[config.mk]
export PLATFORM = sky130hd
export DESIGN_NAME = verlet_particle_wall_bounce_top_flat
export DESIGN_NICKNAME = d
export VERILOG_FILES = /design/src/vpwb_pkg.sv /design/src/vpwb_if.sv /design/src/vpwb_mul.sv /design/src/verlet_particle_wall_bounce_top.sv /design/src/flat_wrapper.sv
export SDC_FILE = /design/constraint.sdc
export NUM_CORES = 2
export LEC_CHECK = 0
export ABC_AREA = 1
export BUFFER_PORTS_ARGS = -buffer_cell sky130_fd_sc_hd__buf_2
export CAP_MARGIN = 30
export CORE_UTILIZATION = 30
export DETAILED_ROUTE_END_ITERATION = 6
export PLACE_DENSITY = 0.55
export SYNTH_ARGS = -nofsm -noshare
export SYNTH_HDL_FRONTEND = slang
export SYNTH_HIERARCHICAL = 1
export SYNTH_SLANG_ARGS = --single-unit
[constraint.sdc]
create_clock -name clk -period 14.9 [get_ports clk]
set_input_delay 2.98 -clock clk [delete_from_list [all_inputs] [get_ports clk]]
set_output_delay 2.98 -clock clk [all_outputs]
set_load 0.02 [all_outputs]
[src/vpwb_pkg.sv]
// Package: shared constants and helper functions of the Verlet wall-bounce particle block.
`timescale 1ns / 1ps

package vpwb_pkg;

	// Fraction bits of positions, radius and gravity.
	localparam int FRAC_BITS = 16;

	// Working width of the signed intermediate sums; wide enough for a wall at full width.
	localparam int WIDE_W = (FRAC_BITS + 14 > 36) ? FRAC_BITS + 14 : 36;

	// Widths of the shared multiplier.
	localparam int MUL_A_W = 33;
	localparam int MUL_B_W = 32;
	localparam int MUL_P_W = MUL_A_W + MUL_B_W;

	// Q0.16 loss and damping factors.
	localparam logic [15:0] DAMP_Q16  = 16'd64815;
	localparam logic [15:0] SIDE_Q16  = 16'd29491;
	localparam logic [15:0] FLOOR_Q16 = 16'd42598;

	// Snap threshold of the horizontal velocity, floor(0.0099999 * 2^FRAC_BITS).
	localparam longint THRESH_FULL = (longint'(99999) << FRAC_BITS) / 10000000;
	localparam logic [33:0] THRESH_LIM = 34'(THRESH_FULL);

	// Configuration register indices.
	localparam logic [2:0] CFG_WIDTH   = 3'd0;
	localparam logic [2:0] CFG_HEIGHT  = 3'd1;
	localparam logic [2:0] CFG_RADIUS  = 3'd2;
	localparam logic [2:0] CFG_GRAVITY = 3'd3;
	localparam logic [2:0] CFG_PINNED  = 3'd4;
	localparam logic [2:0] CFG_START_X = 3'd5;
	localparam logic [2:0] CFG_START_Y = 3'd6;

	// Sign extension of a 32 bit position to the working width.
	function automatic logic signed [WIDE_W-1:0] sx32(input logic signed [31:0] v);
		return {{(WIDE_W-32){v[31]}}, v};
	endfunction

	// Saturation of a working value to the signed 32 bit range.
	function automatic logic signed [31:0] sat32(input logic signed [WIDE_W-1:0] v);
		logic signed [WIDE_W-1:0] hi;
		logic signed [WIDE_W-1:0] lo;
		hi = {{(WIDE_W-32){1'b0}}, 32'h7FFF_FFFF};
		lo = {{(WIDE_W-32){1'b1}}, 32'h8000_0000};
		if (v > hi) begin
			return 32'sh7FFF_FFFF;
		end else if (v < lo) begin
			return 32'sh8000_0000;
		end
		return v[31:0];
	endfunction

	// Magnitude of a working value; velocities never exceed 2^32 in size.
	function automatic logic [MUL_A_W-1:0] mag33(input logic signed [WIDE_W-1:0] v);
		logic signed [WIDE_W-1:0] n;
		n = -v;
		return v[WIDE_W-1] ? n[MUL_A_W-1:0] : v[MUL_A_W-1:0];
	endfunction

	// Product with a Q0.16 factor, shifted down and rounded half up on the magnitude.
	function automatic logic [33:0] rnd_q16(input logic [MUL_P_W-1:0] p);
		logic [49:0] s;
		s = {1'b0, p[48:0]} + 50'd32768;
		return s[49:16];
	endfunction

endpackage

[src/vpwb_if.sv]
// Interfaces: the tick input channel and the position result channel.
`timescale 1ns / 1ps

interface vpwb_in_if;
	logic        valid;
	logic        ready;
	logic        restart;
	logic [15:0] dt;

	modport source (output valid, output restart, output dt, input ready);
	modport sink (input valid, input restart, input dt, output ready);
endinterface

interface vpwb_out_if;
	logic               valid;
	logic               ready;
	logic signed [31:0] pos_x;
	logic signed [31:0] pos_y;
	logic               colliding;

	modport source (output valid, output pos_x, output pos_y, output colliding, input ready);
	modport sink (input valid, input pos_x, input pos_y, input colliding, output ready);
endinterface

[src/vpwb_mul.sv]
// Shared unsigned multiplier with a registered product.
`timescale 1ns / 1ps

module vpwb_mul (
	input  logic                          clk,
	input  logic [vpwb_pkg::MUL_A_W-1:0]  a,
	input  logic [vpwb_pkg::MUL_B_W-1:0]  b,
	output logic [vpwb_pkg::MUL_P_W-1:0]  p_q
);

	always_ff @(posedge clk) begin
		p_q <= vpwb_pkg::MUL_P_W'(a) * vpwb_pkg::MUL_P_W'(b);
	end

endmodule

[src/verlet_particle_wall_bounce_top.sv]
// Top level: sequencer, state and configuration of the Verlet wall-bounce particle.
`timescale 1ns / 1ps

// One ball is advanced by one tick per transfer on the input channel. A tick with restart set
// loads the start position into the current and previous position and returns it, with
// colliding low, from the output state. Otherwise the block integrates position Verlet
// under gravity, damps and snaps the horizontal velocity, then tests the walls in the order
// left, right, top, floor and bounces off the first one hit. Every product goes through one
// shared multiplier, so the sequencer issues each from its own state: dt squared, gravity times dt
// squared, the damping of the horizontal velocity and, on a hit, the loss on the bounce. A
// normal tick runs through the states SQ, GRAV, VEL, INT and COLL, then BNC on a bounce, and
// OUT; a pinned ball skips the three integration products and goes from IDLE to COLL.
// The input channel is ready only while the sequencer is idle, and a finished result waits
// in an output register, so the next tick can be taken while the previous result is still
// waiting to be collected. Configuration writes are meant for idle periods; a new start
// position only takes effect at the next restart.

module verlet_particle_wall_bounce_top (
	input  logic               clk,
	input  logic               arst_n,
	vpwb_in_if.sink            in_ch,
	vpwb_out_if.source         out_ch,
	input  logic               cfg_we,
	input  logic [2:0]         cfg_index,
	input  logic [31:0]        cfg_data
);

	typedef enum logic [7:0] {
		S_IDLE = 8'b0000_0001,
		S_SQ   = 8'b0000_0010,
		S_GRAV = 8'b0000_0100,
		S_VEL  = 8'b0000_1000,
		S_INT  = 8'b0001_0000,
		S_COLL = 8'b0010_0000,
		S_BNC  = 8'b0100_0000,
		S_OUT  = 8'b1000_0000
	} state_t;

	localparam int WW = vpwb_pkg::WIDE_W;

	state_t state_q;

	// Configuration registers.
	logic [11:0]        width_q;
	logic [11:0]        height_q;
	logic [24:0]        radius_q;
	logic [30:0]        grav_q;
	logic               pinned_q;
	logic signed [31:0] start_x_q;
	logic signed [31:0] start_y_q;

	// Particle state.
	logic signed [31:0] pos_x_q;
	logic signed [31:0] pos_y_q;
	logic signed [31:0] prev_x_q;
	logic signed [31:0] prev_y_q;

	// Working registers of the tick in flight.
	logic [15:0]        dt_q;
	logic signed [31:0] nx_q;
	logic signed [31:0] ny_q;
	logic               neg_q;
	logic               axis_y_q;
	logic               hit_q;

	// Output register.
	logic               out_valid_q;
	logic signed [31:0] out_x_q;
	logic signed [31:0] out_y_q;
	logic               out_hit_q;

	logic [vpwb_pkg::MUL_A_W-1:0] mul_a;
	logic [vpwb_pkg::MUL_B_W-1:0] mul_b;
	logic [vpwb_pkg::MUL_P_W-1:0] mul_p;

	logic in_acc;
	logic out_free;

	assign in_ch.ready     = (state_q == S_IDLE);
	assign in_acc          = in_ch.valid && in_ch.ready;
	assign out_free        = !out_valid_q || out_ch.ready;
	assign out_ch.valid    = out_valid_q;
	assign out_ch.pos_x    = out_x_q;
	assign out_ch.pos_y    = out_y_q;
	assign out_ch.colliding = out_hit_q;

	// Integration arithmetic around the multiplier.
	logic signed [WW-1:0] ox_w, oy_w, px_w, py_w;
	logic signed [WW-1:0] nx_w, ny_w;
	logic [63:0]          g_sum;
	logic signed [WW-1:0] g_w;
	logic signed [WW-1:0] dvx_w;
	logic [33:0]          vmag;
	logic signed [WW-1:0] vx_w;

	assign ox_w  = vpwb_pkg::sx32(pos_x_q);
	assign oy_w  = vpwb_pkg::sx32(pos_y_q);
	assign px_w  = vpwb_pkg::sx32(prev_x_q);
	assign py_w  = vpwb_pkg::sx32(prev_y_q);
	assign nx_w  = (ox_w <<< 1) - px_w;
	// Gravity times dt squared is Q16.16 by Q0.32, rounded to nearest on the way down.
	assign g_sum = mul_p[63:0] + 64'h0000_0000_8000_0000;
	assign g_w   = WW'(g_sum[62:32]);
	assign ny_w  = (oy_w <<< 1) - py_w + g_w;
	assign dvx_w = vpwb_pkg::sx32(nx_q) - ox_w;
	assign vmag  = vpwb_pkg::rnd_q16(mul_p);

	// A damped velocity at or below the threshold is snapped to rest.
	always_comb begin
		vx_w = '0;
		if (vmag > vpwb_pkg::THRESH_LIM) begin
			vx_w = neg_q ? -WW'(vmag) : WW'(vmag);
		end
	end

	// Wall tests on the integrated position.
	logic signed [WW-1:0] r_w, wr_w, fl_w;
	logic signed [WW-1:0] vxc_w, vyc_w;
	logic hit_l, hit_r, hit_t, hit_f;
	logic signed [WW-1:0] clamp_w;
	logic signed [WW-1:0] vel_sel;
	logic [15:0]          k_sel;

	assign r_w   = WW'(radius_q);
	assign wr_w  = WW'(width_q) <<< vpwb_pkg::FRAC_BITS;
	assign fl_w  = WW'(height_q) <<< vpwb_pkg::FRAC_BITS;
	assign vxc_w = ox_w - px_w;
	assign vyc_w = oy_w - py_w;
	assign hit_l = ox_w < r_w;
	assign hit_r = (ox_w + r_w) > wr_w;
	assign hit_t = oy_w < r_w;
	assign hit_f = (oy_w + r_w) > fl_w;

	always_comb begin
		clamp_w = r_w;
		if (!hit_l && hit_r) begin
			clamp_w = wr_w - r_w;
		end else if (!hit_l && !hit_r && !hit_t) begin
			clamp_w = fl_w - r_w;
		end
	end

	assign vel_sel = (hit_l || hit_r) ? vxc_w : vyc_w;
	assign k_sel   = (hit_l || hit_r) ? vpwb_pkg::SIDE_Q16 : vpwb_pkg::FLOOR_Q16;

	// Bounce: the previous position is set behind the clamped one by the lossy velocity.
	logic signed [WW-1:0] m_w;
	logic signed [WW-1:0] base_w;

	assign m_w    = neg_q ? -WW'(vmag) : WW'(vmag);
	assign base_w = axis_y_q ? oy_w : ox_w;

	// Operand selection of the shared multiplier.
	always_comb begin
		mul_a = '0;
		mul_b = '0;
		case (state_q)
			S_SQ: begin
				mul_a = vpwb_pkg::MUL_A_W'(dt_q);
				mul_b = vpwb_pkg::MUL_B_W'(dt_q);
			end
			S_GRAV: begin
				mul_a = vpwb_pkg::MUL_A_W'(grav_q);
				mul_b = mul_p[vpwb_pkg::MUL_B_W-1:0];
			end
			S_VEL: begin
				mul_a = vpwb_pkg::mag33(dvx_w);
				mul_b = vpwb_pkg::MUL_B_W'(vpwb_pkg::DAMP_Q16);
			end
			S_COLL: begin
				mul_a = vpwb_pkg::mag33(vel_sel);
				mul_b = vpwb_pkg::MUL_B_W'(k_sel);
			end
			default: begin
				mul_a = '0;
				mul_b = '0;
			end
		endcase
	end

	vpwb_mul u_mul (
		.clk (clk),
		.a   (mul_a),
		.b   (mul_b),
		.p_q (mul_p)
	);

	// Configuration writes.
	always_ff @(posedge clk or negedge arst_n) begin
		if (!arst_n) begin
			width_q   <= 12'd800;
			height_q  <= 12'd600;
			radius_q  <= 25'd655360;
			grav_q    <= 31'd7929856;
			pinned_q  <= 1'b0;
			start_x_q <= '0;
			start_y_q <= '0;
		end else if (cfg_we) begin
			unique case (cfg_index)
				vpwb_pkg::CFG_WIDTH:   width_q   <= cfg_data[11:0];
				vpwb_pkg::CFG_HEIGHT:  height_q  <= cfg_data[11:0];
				vpwb_pkg::CFG_RADIUS:  radius_q  <= cfg_data[24:0];
				vpwb_pkg::CFG_GRAVITY: grav_q    <= cfg_data[30:0];
				vpwb_pkg::CFG_PINNED:  pinned_q  <= cfg_data[0];
				vpwb_pkg::CFG_START_X: start_x_q <= cfg_data;
				vpwb_pkg::CFG_START_Y: start_y_q <= cfg_data;
				default: ;
			endcase
		end
	end

	// Sequencer and particle state.
	always_ff @(posedge clk or negedge arst_n) begin
		if (!arst_n) begin
			state_q     <= S_IDLE;
			pos_x_q     <= '0;
			pos_y_q     <= '0;
			prev_x_q    <= '0;
			prev_y_q    <= '0;
			hit_q       <= 1'b0;
			out_valid_q <= 1'b0;
		end else begin
			// In the output state a collected result is replaced by the new one below.
			if (out_valid_q && out_ch.ready && state_q != S_OUT) begin
				out_valid_q <= 1'b0;
			end
			unique case (state_q)
				S_IDLE: begin
					if (in_acc) begin
						dt_q  <= in_ch.dt;
						hit_q <= 1'b0;
						if (in_ch.restart) begin
							pos_x_q  <= start_x_q;
							pos_y_q  <= start_y_q;
							prev_x_q <= start_x_q;
							prev_y_q <= start_y_q;
							state_q  <= S_OUT;
						end else if (pinned_q) begin
							state_q <= S_COLL;
						end else begin
							state_q <= S_SQ;
						end
					end
				end
				S_SQ: begin
					state_q <= S_GRAV;
				end
				S_GRAV: begin
					nx_q    <= vpwb_pkg::sat32(nx_w);
					state_q <= S_VEL;
				end
				S_VEL: begin
					ny_q    <= vpwb_pkg::sat32(ny_w);
					neg_q   <= dvx_w[WW-1];
					state_q <= S_INT;
				end
				S_INT: begin
					pos_x_q  <= nx_q;
					pos_y_q  <= ny_q;
					prev_x_q <= vpwb_pkg::sat32(vpwb_pkg::sx32(nx_q) - vx_w);
					prev_y_q <= pos_y_q;
					state_q  <= S_COLL;
				end
				S_COLL: begin
					if (hit_l || hit_r || hit_t || hit_f) begin
						hit_q    <= 1'b1;
						axis_y_q <= !(hit_l || hit_r);
						neg_q    <= vel_sel[WW-1];
						if (hit_l || hit_r) begin
							pos_x_q <= vpwb_pkg::sat32(clamp_w);
						end else begin
							pos_y_q <= vpwb_pkg::sat32(clamp_w);
						end
						state_q <= S_BNC;
					end else begin
						state_q <= S_OUT;
					end
				end
				S_BNC: begin
					if (axis_y_q) begin
						prev_y_q <= vpwb_pkg::sat32(base_w + m_w);
					end else begin
						prev_x_q <= vpwb_pkg::sat32(base_w + m_w);
					end
					state_q <= S_OUT;
				end
				S_OUT: begin
					if (out_free) begin
						out_valid_q <= 1'b1;
						out_x_q     <= pos_x_q;
						out_y_q     <= pos_y_q;
						out_hit_q   <= hit_q;
						state_q     <= S_IDLE;
					end
				end
				default: begin
					state_q <= S_IDLE;
				end
			endcase
		end
	end

	// A restart tick loads the start position straight away.
	a_restart_load: assert property (@(posedge clk) disable iff (!arst_n)
		in_acc && in_ch.restart |=> pos_x_q == $past(start_x_q) && prev_y_q == $past(start_y_q))
		else $error("restart did not load the start position");

	// A pinned ball goes straight to the wall test.
	a_pinned_skip: assert property (@(posedge clk) disable iff (!arst_n)
		in_acc && !in_ch.restart && pinned_q |=> state_q == S_COLL)
		else $error("pinned tick entered integration");

	// A new result only appears after the output state.
	a_out_source: assert property (@(posedge clk) disable iff (!arst_n)
		$rose(out_valid_q) |-> $past(state_q == S_OUT))
		else $error("result raised outside the output state");

	// The bounce step only runs after a wall was hit.
	a_bounce_hit: assert property (@(posedge clk) disable iff (!arst_n)
		state_q == S_BNC |-> hit_q)
		else $error("bounce without a wall hit");

endmodule
[src/flat_wrapper.sv]
// flat-port wrapper written by rule: the top's interface ports become plain ports
module verlet_particle_wall_bounce_top_flat 
  (clk, arst_n, cfg_we, cfg_index, cfg_data, in_ch_valid, in_ch_restart, in_ch_dt, in_ch_ready, out_ch_valid, out_ch_pos_x, out_ch_pos_y, out_ch_colliding, out_ch_ready);
  vpwb_in_if in_ch_i ();
  vpwb_out_if out_ch_i ();
  input  logic clk;
  input  logic arst_n;
  input  logic cfg_we;
  input  logic [2:0] cfg_index;
  input  logic [31:0] cfg_data;
  input wire logic [$bits(in_ch_i.valid)-1:0] in_ch_valid;
  input wire logic [$bits(in_ch_i.restart)-1:0] in_ch_restart;
  input wire logic [$bits(in_ch_i.dt)-1:0] in_ch_dt;
  output wire logic [$bits(in_ch_i.ready)-1:0] in_ch_ready;
  output wire logic [$bits(out_ch_i.valid)-1:0] out_ch_valid;
  output wire logic [$bits(out_ch_i.pos_x)-1:0] out_ch_pos_x;
  output wire logic [$bits(out_ch_i.pos_y)-1:0] out_ch_pos_y;
  output wire logic [$bits(out_ch_i.colliding)-1:0] out_ch_colliding;
  input wire logic [$bits(out_ch_i.ready)-1:0] out_ch_ready;
  assign in_ch_i.valid = in_ch_valid;
  assign in_ch_i.restart = in_ch_restart;
  assign in_ch_i.dt = in_ch_dt;
  assign in_ch_ready = in_ch_i.ready;
  assign out_ch_valid = out_ch_i.valid;
  assign out_ch_pos_x = out_ch_i.pos_x;
  assign out_ch_pos_y = out_ch_i.pos_y;
  assign out_ch_colliding = out_ch_i.colliding;
  assign out_ch_i.ready = out_ch_ready;
  verlet_particle_wall_bounce_top u_core (.clk(clk), .arst_n(arst_n), .in_ch(in_ch_i), .out_ch(out_ch_i), .cfg_we(cfg_we), .cfg_index(cfg_index), .cfg_data(cfg_data));
endmodule
## After elaboration in Yosys (flattened, before gate mapping)

Index checks and enable logic that the tools add are counted.

| word-level totals | value |
|---|---|
| bits in registers | 493 |
| bits of input ports | 57 |
| output and inout bits | 67 |
| logic and storage cells | 197 |

| cells by class | value |
|---|---|
| add/sub/neg operators | 17 |
| $mul | 1 |
| $lt $le $gt $ge | 15 |
| eq/ne operators | 23 |
| muxes and demuxes | 79 |
| reductions and logical operators | 39 |

Operators by type and width:

| operator | count |
|---|---|
| 32-bit two-way mux | 27 |
| 32-bit case mux with 3 select lines | 4 |
| 36-bit two-way mux | 6 |
| 36-bit by 32-bit greater-than comparator with 1-bit output (second input constant) | 5 |
| 36-bit by 32-bit less-than comparator with 1-bit output (second input constant) | 5 |
| 33-bit case mux with 4 select lines | 1 |
| 32-bit case mux with 4 select lines | 1 |
| 32-bit by 32-bit subtractor with 33-bit output | 3 |
| 36-bit by 29-bit greater-than comparator with 1-bit output | 2 |
| 33-bit by 32-bit subtractor with 34-bit output | 2 |
| 32-bit by 26-bit adder with 33-bit output | 2 |
| 33-bit two-way mux | 2 |
| 33-bit negation | 2 |
| 32-bit by 26-bit less-than comparator with 1-bit output | 2 |
| 8-bit case mux with 8 select lines | 1 |
| 63-bit by 32-bit adder with 63-bit output (second input constant) | 1 |
| 33-bit by 32-bit multiplier with 63-bit output | 1 |
| 28-bit by 25-bit subtractor with 29-bit output | 2 |
| 49-bit by 16-bit adder with 50-bit output (second input constant) | 1 |
| 36-bit by 32-bit adder with 36-bit output | 1 |
| 36-bit adder | 1 |
| 34-bit negation with 36-bit output | 1 |
| 32-bit by 36-bit subtractor with 36-bit output | 1 |
| 34-bit by 10-bit greater-than comparator with 1-bit output (second input constant) | 1 |
| other kinds (29) | 99 |

## Depth between registers and ports, before layout

| logic depth | value |
|---|---|
| depth in word-level cells | 17 |
| depth in mapped cells | 70 |
| gate-level depth less buffers | 69 |

## Hierarchy

Netlist, hierarchy kept.

By module, submodules not included:

| module | instances | cells each | area each (µm²) | seq. area each (µm²) |
|---|---|---|---|---|
| verlet_particle_wall_bounce_top | 1 | 6,118 | 42,821.1 | 11,514.8 |
| vpwb_mul | 1 | 5,101 | 38,139.1 | 1,301.2 |

## Worst setup path after synthesis

Ideal clock, no wire load.

| timing | value |
|---|---|
| kind | reg2reg |
| from | reg u_core.radius_q[0] |
| to | reg u_core/u_mul/p_q[58] (netlist name) |
| setup time | 0.113 ns |
| arrival time | 10.432 ns |
| required time | 14.787 ns |
| setup slack | 4.355 ns |
| stages on the path, launching flop included | 63 |
| path buffers | 2 |
| period minus slack after synthesis | 10.545 ns |
| cells stage by stage | dfrtp_1 > ha_1 > inv_1 > fa_1 > inv_1 > nand2_1 > nand2_1 > nand2_1 > nand3_1 > inv_1 > o21bai_1 > a21oi_1 > o21bai_1 > xor2_1 > ha_1 > nand2_1 > nor2_1 > nand3_1 > [27 not listed] > fa_1 > fa_1 > inv_1 > fa_1 > fa_1 > fa_1 > inv_1 > ha_1 > nand2_1 > inv_1 > nand2_1 > nand2_1 > a21oi_1 > nand3_2 > nand2_1 > nand3_1 > nand2_1 > nand2_1 |

| between the ends | value |
|---|---|
| word-level cells in the longest chain between the ends | 8 |
| elaborated cells between the ends (all ways) | 11 |
| classes of those cells | 2 x add/sub; 1 x mul; 2 x order compare; 5 x mux; 1 x reduce/logical |

Ends and longest elaborated chain:

| what | line | RTL |
|---|---|---|
| start: declaration | verlet_particle_wall_bounce_top.sv:46 | `logic [24:0] radius_q;` |
| start signal: assignment | verlet_particle_wall_bounce_top.sv:202 | `vpwb_pkg::CFG_RADIUS: radius_q <= cfg_data[24:0];` |
| 32-bit by 26-bit adder with 33-bit output | verlet_particle_wall_bounce_top.sv:130 | `assign hit_r = (ox_w + r_w) > wr_w;` |
| 36-bit by 29-bit greater-than comparator with 1-bit output | verlet_particle_wall_bounce_top.sv:130 |  |
| 1-bit logical OR (*) | verlet_particle_wall_bounce_top.sv:143 | `assign vel_sel = (hit_l \|\| hit_r) ? vxc_w : vyc_w;` |
| 36-bit two-way mux (*) | verlet_particle_wall_bounce_top.sv:143 |  |
| 33-bit negation | vpwb_pkg.sv:57 | `n = -v;` |
| 33-bit two-way mux (*) | vpwb_pkg.sv:58 | `return v[WIDE_W-1] ? n[MUL_A_W-1:0] : v[MUL_A_W-1:0];` |
| 33-bit case mux with 4 select lines (*) | verlet_particle_wall_bounce_top.sv:157 | `case (state_q)` |
| net u_core.mul_a (one bit) | verlet_particle_wall_bounce_top.sv:72 | `logic [vpwb_pkg::MUL_A_W-1:0] mul_a;` |
| 33-bit by 32-bit multiplier with 63-bit output (*) | vpwb_mul.sv:12 | `p_q <= vpwb_pkg::MUL_P_W'(a) * vpwb_pkg::MUL_P_W'(b);` |
| end signal: assignment | vpwb_mul.sv:12 |  |
| end: declaration | vpwb_mul.sv:8 | `output logic [vpwb_pkg::MUL_P_W-1:0] p_q` |

Mark *: on every way through the listed nets, which the timed path passes. The rest lies on a longest branch.
A chain may end at the register's enable or synchronous reset.

## Final worst setup path

| timing | value |
|---|---|
| from | reg u_core.pos_x_q[1] |
| to | reg u_core/u_mul/p_q[44] (netlist name) |

| between the ends | value |
|---|---|
| elaborated cells between the ends (all ways) | 15 |
| classes of those cells | 5 x add/sub; 1 x mul; 2 x order compare; 6 x mux; 1 x reduce/logical |

RTL lines:

| what | line | RTL |
|---|---|---|
| start: declaration | verlet_particle_wall_bounce_top.sv:53 | `logic signed [31:0] pos_x_q;` |
| start signal: assignment | verlet_particle_wall_bounce_top.sv:233 | `pos_x_q <= start_x_q;` |
| start signal: assignment | verlet_particle_wall_bounce_top.sv:258 | `pos_x_q <= nx_q;` |
| start signal: assignment | verlet_particle_wall_bounce_top.sv:270 | `pos_x_q <= vpwb_pkg::sat32(clamp_w);` |
| 32-bit by 26-bit adder with 33-bit output | verlet_particle_wall_bounce_top.sv:130 |  |
| 36-bit by 29-bit greater-than comparator with 1-bit output | verlet_particle_wall_bounce_top.sv:130 |  |
| 1-bit logical OR (*) | verlet_particle_wall_bounce_top.sv:144 | `assign k_sel = (hit_l \|\| hit_r) ? vpwb_pkg::SIDE_Q16 : vpwb_pkg::FLOOR_Q16;` |
| 16-bit two-way mux (*) | verlet_particle_wall_bounce_top.sv:144 |  |
| net u_core.k_sel[10] | verlet_particle_wall_bounce_top.sv:122 | `logic [15:0] k_sel;` |
| 32-bit case mux with 4 select lines (*) | verlet_particle_wall_bounce_top.sv:157 |  |
| 33-bit by 32-bit multiplier with 63-bit output (*) | vpwb_mul.sv:12 |  |

Marks and branches as above.

==> results_dict.tcl <==
set metrics [dict create \
    internal_power_w 0.00627 \
    critPathBufInv 13 \
    avg_wl_per_cell_um 23.5 \
    pwr-share-clk_pct 9.9 \
    worst_slew_margin_rel_pct 27.3 \
    final_layout_size_suffix_gt1_share_pct 5.39 \
    clock_tree.root_cell "sky130_fd_sc_hd__clkbuf_16" \
    grtUsageMet3_pct 4.31 \
    sequentialPowerShare_pct 13.8 \
    setup_repair_after_global_routing_missed_its_margin "no" \
    drc_errors 1 \
    tritoncts_clock_tree "built" \
    placementRows 189 \
    worst_r2r_path_depth 60 \
    failed_checks "DRC" \
    grt_start_max_net_pins 69 \
    globalRouteTotalUtil_pct 25.4 \
    finalClockSkew_ns 0.0448 \
    synthesis.instances 11200 \
    worst_pin_slew_ns 1.09 \
    fmax_ghz 0.0736 \
    p_comb_share_pct 76.3 \
    worst_ep_required_time_ns 15.47 \
    busiest_layer "met2" \
    postLayoutCellArea_um2 87800 \
    clk-insertion-delay-late_ns 0.73 \
    mostFrequentLayoutCell "sky130_fd_sc_hd__nand2_1" \
    critPathTopFamily "adder cells" \
    grt-ovfl-total 0 \
    clock_path_buffers 3 \
    syn_area_per_cell_um2 7.22 \
    postCtsResizedCells 0 \
    hp-class "flip-flop to flip-flop" \
    dp_hpwl_um 284000 \
    cts.hold.buffers_added 0 \
    die_w_um 520 \
    grt_pass1_vias 72700 \
    cpPeakStageDelay_ns 0.69 \
    fillerInstances 29200 \
    p_leak_nw 47.3 \
    post_cts_setup_buffer_count 0 \
    final_nets 12800 \
    drv_slew 0 \
    final_period_minus_worst_setup_slack_ns 13.58 \
    r2r_setup_slack_ns 1.32 \
    antenna_found_initial 43 \
    min_from "u_core/hit_q" \
    die_area_um2 271000 \
    final_hold_viol_count 0 \
    hold_depth 0 \
    place_area_um2 85500 \
    drtIter0Drc 7270 \
    power.switching_fraction_pct 62.0 \
    total_switching_power_w 0.0102 \
    end_point_of_the_worst_hold_path "u_core/out_ch.colliding" \
    clkSinkCount 493 \
    floorplan.initialDensity_pct 30.3 \
    critical_path.startpoint_type "flip-flop" \
    most-common-layout-cells "3059 x sky130_fd_sc_hd__nand2_1, 2440 x sky130_fd_sc_hd__inv_1, 964 x sky130_fd_sc_hd__fa_1, 640 x sky130_fd_sc_hd__ha_1, 569 x sky130_fd_sc_hd__nor2_1" \
    worst_ep_arrival_time_ns 14.15 \
    number_of_buffers_added_by_the_clock_tree_synthesis_step 66 \
    drtAntennaViolNets 0 \
    post_synth_instance_area_um2 80600 \
    fp.dieH_um 520 \
    place_congestion 1.03 \
    grt_pass1_wl_um 505000 \
    rr_endpoint "u_core/u_mul/p_q[44]" \
    setup.worst_path.class "flip-flop to flip-flop" \
    layout_worst_path_cycle_share_pct 91.2 \
    mappedNetlistNets 12800 \
    cpMaxStageDelayCell "sky130_fd_sc_hd__nand4_1" \
    outcome "finished, violations left" \
    area_of_the_core_um2 266000 \
    ir_drop_v 0.000289 \
    ys_warn_count 6 \
    max_cap_viol 0 \
    route.final.wire_length_um 346000 \
    regToRegStartpoint "u_core/pos_x_q[1]" \
    clock_transition_time_at_the_flip_flop_clock_pins_of_the_worst_setup_and_hold_paths_ns 0.07 \
    critPathMostFrequentCell "sky130_fd_sc_hd__nand2_1" \
    drtPass1Iterations 7 \
    end_kind "flip-flop" \
    port_buffers 123 \
    crit_fanout 31 \
    groute.layer.met1.usage_pct 34.2 \
    setup-violations-final 0 \
    power_w 0.0165 \
    timing.setup.tns_ns 0 \
    area.growth.synth_to_final_pct 8.89 \
    post_drt_via_cell_ratio 5.04 \
    cts_htree_levels 3 \
    use_met2_pct 39.2 \
    power-per-cell-area_nw_per_um2 188 \
    design.portCount 124 \
    via_count 74200 \
]
==> stage by stage <==
step                      cells  utilization [%]  hold slack (ns)  worst slack (ns)
final                     14700             33.0            0.471              1.32
after CTS                 14700             32.9            0.481              1.49
after floorplan           11200                -            0.419              4.35
after detailed placement  14600             32.1            0.466              1.58
after global placement    14600             32.1            0.463              1.55
after global routing      14700             32.9            0.483             0.364
==> layer usage <==
metal	share of wire (%)	vias up
met4	5.6	16
met3	8.0	602
li1	-	34200
met2	44	3008
met5	0.030	-
met1	43	36400
==> sequential cells by signal, summed over array words and instances, names as in the netlist <==
signal,cells
u_core/radius_q,25
u_core/state_q,8
u_core/ny_q,32
u_core/grav_q,31
u_core/start_y_q,32
u_core/height_q,12
u_core/out_ch.pos_x,32
u_core/pos_x_q,32
u_core/pos_y_q,32
u_core/dt_q,16
u_core/axis_y_q,1
u_core/prev_y_q,32
u_core/out_ch.valid,1
u_core/u_mul/p_q,63
u_core/out_ch.colliding,1
u_core/neg_q,1
u_core/out_ch.pos_y,32
u_core/pinned_q,1
u_core/nx_q,32
u_core/hit_q,1
u_core/start_x_q,32
u_core/width_q,12
u_core/prev_x_q,32
==> final cells by class <==
cell class / instances / area [µm²] / share of cell area [%]
well taps: 3533 / 4420 / 5.04
repair buffers: 283 / 1880 / 2.15
clock inverters: 32 / 307 / 0.349
clock buffers: 89 / 1820 / 2.07
diodes: 24 / 60.1 / 0.0684
flip-flops and latches: 493 / 12800 / 14.6
inverters: 2468 / 9270 / 10.6
multi-input cells: 7806 / 57200 / 65.2
==> worst register-to-register path, delay by kind of cell (launching register included) <==
family / cells / cell delay, ns
xor gates and xnor gates: 1 / 0.10
and+or+nand+nor: 31 / 4.81
AOI/OAI and AO/OA: 4 / 0.62
adders and majority gates: 11 / 5.15
DFF: 1 / 0.58
buffers and inverters: 13 / 2.19
==> worst max path at each step <==
stage / from / end / slack, ns / cells after the start
after CTS: u_core/pos_x_q[1] / u_core/u_mul/p_q[49] / 1.49 / 61
after floorplan: u_core/radius_q[0] / u_core/u_mul/p_q[58] / 4.35 / 62
after global placement: u_core/pos_x_q[1] / u_core/u_mul/p_q[44] / 1.55 / 60
final: u_core/pos_x_q[1] / u_core/u_mul/p_q[44] / 1.32 / 60
after detailed placement: u_core/pos_x_q[1] / u_core/u_mul/p_q[44] / 1.58 / 60
after global routing: u_core/pos_x_q[1] / u_core/u_mul/p_q[44] / 0.36 / 60
==> power groups by stage <==
stage,Combinational [W],Clock [W],Sequential (W)
final,0.0126,0.00164,0.00227
after global routing,0.0135,0.00171,0.00228
after CTS,0.0122,0.00167,0.00225
after detailed placement,0.0122,0,0.00228
after global placement,0.0122,0,0.00228
after floorplan,0.00788,0,0.00211
(Power assumes the default switching activity.)
